<file path="src/sv/lcs_ram.sv">
// Generic single-write, single-read RAM with registered read data.
module lcs_ram #(
  parameter int WIDTH = 8,
  parameter int DEPTH = 64,
  localparam int AW = (DEPTH > 1) ? $clog2(DEPTH) : 1
) (
  input  logic             clk,
  input  logic             we,
  input  logic [AW-1:0]    waddr,
  input  logic [WIDTH-1:0] wdata,
  input  logic [AW-1:0]    raddr,
  output logic [WIDTH-1:0] rdata
);

  logic [WIDTH-1:0] mem [DEPTH];

  always_ff @(posedge clk) begin
    if (we) begin
      mem[waddr] <= wdata;
    end
    rdata <= mem[raddr];
  end

endmodule
</file>
<file path="config.mk">
export PLATFORM = sky130hd
export DESIGN_NAME = lcs_ram
export DESIGN_NICKNAME = d
export VERILOG_FILES = /design/src/sv/lcs_ram.sv
export SDC_FILE = /design/constraint.sdc
export NUM_CORES = 1
export LEC_CHECK = 0
export BUFFER_PORTS_ARGS = -buffer_cell sky130_fd_sc_hd__buf_2
export CORE_ASPECT_RATIO = 0.7
export CORE_MARGIN = 1
export CORE_UTILIZATION = 25
export CTS_CLUSTER_DIAMETER = 60
export DETAILED_ROUTE_END_ITERATION = 10
export PLACE_DENSITY = 0.36
export SLEW_MARGIN = 0
export SYNTH_ARGS = -nofsm -noshare
export SYNTH_HDL_FRONTEND = slang
export SYNTH_SLANG_ARGS = --single-unit
</file>
<file path="constraint.sdc">
create_clock -name clk -period 2.4 [get_ports clk]
set_input_delay 0.48 -clock clk [delete_from_list [all_inputs] [get_ports clk]]
set_output_delay 0.48 -clock clk [all_outputs]
set_load 0.02 [all_outputs]
</file>
# Yosys cells after proc, flatten, opt, wreduce, memory -nomap -nowiden
# Memory sizes are Yosys's and may differ from the RTL's. A register that Yosys moved wholly into a read port is not among the register bits.
# Index checks and enable logic that the tools add are counted.
# classes
n_mux,2
# op_table
op,n
two-way mux 1 bit,2
# totals
elab_cells,3
output_inout_bits,8
ram_bits,512
memories,1
ff_bits,0
inputBits,22
# mem_list
memory,depth,width,read_ports,rd_ports_with_merged_regs,write_ports,line,source
mem,64,8,1,1,1,15,logic [WIDTH-1:0] mem [DEPTH];

# Logic depth before layout (Yosys ltp)
# Gate-level depths: netlist (run 1).
# depth
depth_word,2
ltp_mapped,9
mapped_depth_nobuf,5

# Least setup slack after synthesis (run 1)
# OpenSTA, ideal clock, no wires.
# synth_timing
kind,input -> register
start,input port raddr[1]
end,register rdata[3] (read register of mem)
stages,7
t_required_ns,2.272
n_path_buf,3
setup_slack_ns,0.252
setup_ns,0.128
t_arrival_ns,2.020
path_cell_list,buf_4 -> buf_2 -> buf_2 -> mux4_2 -> mux4_2 -> o21ai_1 -> o41ai_1
# synth_rtl
element,line,source
start: declaration,11,"input logic [AW-1:0] raddr,"
end: declaration,12,output logic [WIDTH-1:0] rdata

==> summary.txt, run 1 <==
Global routing
  • Global-route wire length before repair: 81300 um
  • Initial antenna violation count: 3
  • Met3 GRT Util: 3.05%
  • Grt met2 use: 19.0%
  • GR peak layer: met1
  • Largest net degree at the start of global routing: 65
  • Vias in the first global route: 10300
  • Tot GR Track Use: 14.2%
  • Global route overflow: 0
  • Grt met1 use: 22.7%

Layout
  • P&R area growth vs syn: 22.0%
  • Post-Layout Cell Count: 2239
  • Commonest non-fill, non-tap cell in the layout: edfxtp_1
  • Layout cells sized above 1: 35.2%
  • Number of fill cells in the layout: 7590
  • Most frequent cells in the layout: edfxtp_1, buf_4, mux4_2, nor2_1, clkbuf_16
  • Post-route cell area: 24600 um2
  • Final net count: 1161

Timing
  • Number of hold violations in the final report: 0
  • RSZ-0062 raised after global routing: no
  • Slew margin rel.: 61.8%
  • Clock Skew: 0.0205 ns
  • Period minus WS final: 1.98 ns
  • Worst-margin pin slew: 0.573 ns
  • Tcrit/Tclk final: 82.3%
  • Endpoints failing setup: 0
  • Fmax: 0.506 GHz
  • Fin. max-slew vios: 0
  • Setup TNS: 0 ns

Routing
  • Via density: 4.45
  • Drt total wl: 57000 um
  • Via count: 9960
  • Final ANT Viol Nets: 0
  • Drc violations: 0
  • Drt pass-1 iters: 5
  • DR WL/cell: 25.5 um
  • DR iter-0 viols: 933

Floorplan
  • Die span in x: 341 um
  • IO Count: 30
  • Die Ht: 240 um
  • Full die area: 81800 um2
  • Effective utilization at floorplan: 25.4%
  • Core Area: 79300 um2
  • Row cnt: 86

Setup path
  • Max Fanout on Critical Path: 1
  • Crit path from: mem[21][4]
  • RR Startpoint: mem[21][4]
  • Crit path required time: 2.88 ns
  • CP Launch Type: flip-flop
  • Worst reg2reg path depth: 6
  • Worst setup EP type: flip-flop
  • Critical path arrival: 2.46 ns
  • Crit Path Class: flip-flop to flip-flop

Yosys
  • Post-Syn Instances: 940
  • Post-synth EDFFs: 512
  • Seq/Total Area, Yosys: 77.0%
  • Main synth FF type: edfxtp_1
  • Synth cell types: 40
  • FFs w/ async S/R, synth: 0%
  • Cell Area, Synth: 20200 um2
  • #FFs+latches synth: 520
  • Synth Area per Inst: 21.5 um2
  • Synth Warn #: 0
  • Synthesized net count: 962

Place
  • Port buffer count: 29
  • Dpl hpwl: 36800 um
  • Inst Count DP: 2140
  • Placed inst area: 22900 um2
  • Final GP Congestion: 0.756

Clocking
  • CTS Sinks: 520
  • Total CTS buffers: 53
  • # hold bufs at CTS: 0
  • Worst-skew pair later-pin latency: 0.61 ns
  • Clock root cell: clkbuf_16
  • Setup Buffers After CTS: 0
  • CTS tree: built
  • Worst-path clk slew: 0.06 ns
  • Cts repair resizes: 0
  • Clock Tree Buf Depth: 3
  • H-tree depth: 2

Power
  • Internal power: 15.3 mW
  • Switching pwr: 4.29 mW
  • Combinational power share: 6.0%
  • Maximum vdd ir drop: 0.000478 V
  • Reg power frac: 51.5%
  • Power share of the clock group: 42.5%
  • Sw Ratio: 21.9%
  • Pwr Density: 797 nW/um2
  • P_leak: 7.88 nW

Min path
  • Worst hold path class: primary input to flip-flop
  • Hold depth: 3
  • Hold Startpoint: raddr[5]

Run
  • Max-cap violations: 0

Status
  • Outcome: finished, final reports clean
==> area by class of cell <==
class	count	area (um2)	area share [%]
diodes	1	2.50	0.0102
clock buffers	71	1490	6.04
clock inverters	27	239	0.972
multi-input cells	369	4320	17.5
flip-flops and latches	520	15500	63.2
well taps	1056	1320	5.37
repair buffers	195	1690	6.89
==> synth_stat cells, types with 7 or more instances <==
cell type  number  area (um2)
dfxtp_1         8         160
clkbuf_1       17        63.8
o221ai_1        8        70.1
mux4_2        126        2840
nor2b_1        14        87.6
nor3_1          7        35.0
edfxtp_1      512       15400
nand2_1        19        71.3
nand2b_1        7        43.8
mux2i_1        23         230
mux2_2         13         146
o22ai_1         8        50.1
buf_2          11        55.1
buf_4          13        97.6
nor2_1         83         312
nand3_1        13        65.1
==> flip-flops by register name, summed over array words and instances, names as in the netlist <==
signal and flops:
rdata 8, mem 512
==> cells by family (layout without fill, tap and decap cells) <==
group,Yosys count,count (layout),share of synthesized area [%]
DFF,520,520,77.0
muxes,162,162,15.9
buffers and inverters,51,293,1.57
other,0,1,0
and+or+nand+nor,153,153,3.39
AOI/OAI and AO/OA,54,54,2.07
==> metal layers <==
metal,vias up,wire (um),share of wire [%]
li1,4348,-,-
met1,5348,30400,53
met2,197,22800,40
met3,65,2910,5.1
met4,2,927,1.6
met5,-,16,0.028
==> critical path, cell delays in order, from the launching register on <==
cell,delay [ns]
edfxtp_1,0.35
mux4_2,0.47
mux2_2,0.28
o221a_2,0.28
nor3_1,0.23
buf_4,0.15
o32ai_1,0.08
==> worst paths after layout <==
check              to  slack (ns)
min reg2reg  rdata[6]        0.84
max reg2reg  rdata[4]        0.42
min          rdata[0]        0.35
max          rdata[4]        0.42
==> through the flow <==
step | util [%] | hold WS, ns | setup slack, ns | total power, mW
after floorplan | - | 0.579 | 0.252 | 10.8
after global placement | 28.8 | 0.812 | -0.192 | 11.5
after detailed placement | 28.8 | 0.841 | -0.177 | 11.5
after CTS | 31.0 | 0.281 | 0.367 | 19.9
after global routing | 31.0 | 0.337 | 0.312 | 20.3
final | 31.0 | 0.346 | 0.424 | 19.6
==> power groups by stage <==
stage | clock network (mW) | registers (mW) | logic [mW]
floorplan | 0 | 10.3 | 0.536
global placement | 0 | 10.3 | 1.21
detailed placement | 0 | 10.3 | 1.20
CTS | 8.59 | 10.1 | 1.21
global route | 8.90 | 10.1 | 1.26
finish | 8.32 | 10.1 | 1.17
(Power assumes the default switching activity.)
==> run 2: changes to the inputs <==
--- a/config.mk
+++ b/config.mk
@@ -11,7 +11,7 @@
 export CORE_UTILIZATION = 25
 export CTS_CLUSTER_DIAMETER = 60
 export DETAILED_ROUTE_END_ITERATION = 10
-export PLACE_DENSITY = 0.36
+export PLACE_DENSITY = 0.37
 export SLEW_MARGIN = 0
 export SYNTH_ARGS = -nofsm -noshare
 export SYNTH_HDL_FRONTEND = slang
==> constraint.sdc (replaced) <==
create_clock -name clk -period 1.6 [get_ports clk]
set_input_delay 0.32 -clock clk [delete_from_list [all_inputs] [get_ports clk]]
set_output_delay 0.32 -clock clk [all_outputs]
set_load 0.02 [all_outputs]
==> run 2 against run 1 <==
Effect of this change: the run now ends with setup timing left; via count up 2.3%; utilization is 1.7 points higher; final area up 5.5%; die area did not move; combinational power rose by 69%; critical path depth decreased by 2; sequential share of layout area decreased by 3.3 points; clock skew increased by 0.0017 ns; clock power is 43% higher; largest power group unchanged; highest routed layer is now met4.
==> summary.txt, run 2 (synthesis results as in run 1) <==
Status
  • Outcome: finished with violations
  • Failing checks: setup timing

Layout
  • Biggest regs: mem x512, rdata x8
  • Commonest non-fill, non-tap cell in the layout: edfxtp_1
  • Layout cells sized above 1: 42.2%
  • Most frequent cells in the layout: edfxtp_1, buf_4, mux4_2, buf_12, clkbuf_16
  • Area occupied by multi-input gates: 4820 um2
  • P&R area growth vs syn: 28.7%
  • Final net count: 1197
  • Reg area: 15500 um2
  • Post-Layout Cell Count: 2274
  • Number of fill cells in the layout: 7512
  • Finished Core Util: 32.7%
  • Post-route cell area: 26000 um2
  • Largest register by flop count: mem
  • Number of flip-flops under the largest register name: 512

Global routing
  • Global-route wire length before repair: 82400 um
  • Global route overflow: 0
  • Initial antenna violation count: 1
  • Tot GR Track Use: 14.4%
  • Vias in the first global route: 10500
  • Largest net degree at the start of global routing: 65

Setup path
  • RR Startpoint: mem[52][5]
  • Crit Path Class: flip-flop to flip-flop
  • Max Fanout on Critical Path: 1
  • FF-to-FF End: rdata[5]
  • Worst reg2reg path depth: 4
  • Critical path arrival: 2.41 ns
  • Flop-to-flop setup slack: -0.34 ns
  • Worst setup EP type: flip-flop
  • Crit path from: mem[52][5]
  • Crit path required time: 2.06 ns
  • CP Launch Type: flip-flop

Clocking
  • CTS Sinks: 520
  • Clock root cell: clkbuf_16
  • Total CTS buffers: 52
  • Worst-path clk slew: 0.06 ns
  • H-tree depth: 2
  • Setup Buffers After CTS: 0
  • Clock Tree Buf Depth: 3
  • Worst-skew pair later-pin latency: 0.61 ns
  • CTS tree: built
  • # hold bufs at CTS: 0

Timing
  • Final hold slack: 0.149 ns
  • Post-route setup slack: -0.342 ns
  • Worst-margin pin slew: 0.767 ns
  • Endpoints failing setup: 8
  • Tcrit/Tclk final: 121%
  • Setup TNS: -2.04 ns
  • Period minus WS final: 1.94 ns
  • Fin. max-slew vios: 0
  • RSZ-0062 raised after global routing: yes
  • Fmax: 0.515 GHz
  • Slew margin rel.: 48.9%
  • Clock Skew: 0.0223 ns
  • Number of hold violations in the final report: 0

Floorplan
  • Die Ht: 240 um
  • Full die area: 81800 um2
  • IO Count: 30
  • Effective utilization at floorplan: 25.4%
  • Core Area: 79300 um2
  • Row cnt: 86
  • Die span in x: 341 um

Place
  • Port buffer count: 29
  • Final GP Congestion: 0.735
  • Dpl hpwl: 38800 um
  • Placed inst area: 24200 um2
  • DP Worst Slack: -1.08 ns
  • Inst Count DP: 2177

Power
  • P_leak: 8.22 nW
  • Maximum vdd ir drop: 0.000814 V
  • Pwr Density: 1120 nW/um2
  • Overall power: 29.0 mW

Run
  • Max-cap violations: 0

Min path
  • Hold EP: mem[44][6]
  • Hold Startpoint: wdata[6]
  • Hold depth: 1
  • Worst hold path class: primary input to flip-flop

Routing
  • Drt pass-1 iters: 5
  • Final ANT Viol Nets: 0
  • Via count: 10200
  • Via density: 4.48
  • DR iter-0 viols: 937
  • DR WL/cell: 25.5 um
  • Drt total wl: 58000 um
  • Drc violations: 0
## run 2: cell types whose count changed in the layout (fill, tap and decap cells not counted), moves of 5 or more
cell | before | now
buf_12 | 23 | 77
buf_4 | 145 | 128
clkinv_1 | 7 | 17
clkinv_2 | 13 | 4
nand3_1 | 13 | 8
nor2_1 | 83 | 36
nor2_2 | 0 | 5
nor2_4 | 0 | 42
nor3_1 | 7 | 2
nor3_2 | 0 | 5
## run 2: power breakdown
part / leakage, nW / internal (mW) / switching (mW) / total [mW]
sequential: 4.67 / 15.1 / 0.0540 / 15.1
clock: 0.784 / 6.64 / 5.24 / 11.9
combinational: 2.77 / 0.838 / 1.15 / 1.98
total: 8.22 / 22.5 / 6.45 / 29.0
## run 2: what timing repair did
| action | in CTS | in global routing |
|---|---|---|
| setup endpoints to repair | 12 | 8 |
| pin swaps | 3 | 1 |
| resized for setup | 19 | 4 |
## run 2: final cells by class
type	count	area share, %
antenna	1	0.00964
clock buffer	67	5.39
timing repair buffer	232	10.2
sequential	520	59.9
tap	1056	5.09
clock inverter	29	0.834
multi-input combinational	369	18.6
## run 2: worst max path at each step
| stage | to | slack (ns) | depth (start not counted) |
|---|---|---|---|
| floorplan | rdata[7] | -0.27 | 7 |
| global placement | rdata[3] | -1.09 | 9 |
| detailed placement | rdata[5] | -1.08 | 6 |
| CTS | rdata[5] | -0.36 | 4 |
| global route | rdata[5] | -0.39 | 4 |
| finish | rdata[5] | -0.34 | 4 |
## run 2: routing by layer
| metal | up-vias | routed length, um | track usage, % | part of all wire, % |
|---|---|---|---|---|
| met5 | - | 0 | 0 | 0 |
| met4 | 0 | 955 | 3.10 | 1.6 |
| met3 | 74 | 2830 | 2.98 | 4.9 |
| met2 | 202 | 23600 | 19.6 | 41 |
| met1 | 5500 | 30600 | 23.0 | 53 |
| li1 | 4414 | - | - | - |
## run 2: worst max-delay path, cell delays in order, from the launching register on
cell and delay, ns:
edfxtp_1 0.36, mux4_2 0.54, mux4_2 0.56, o21ai_4 0.22, o41ai_2 0.11
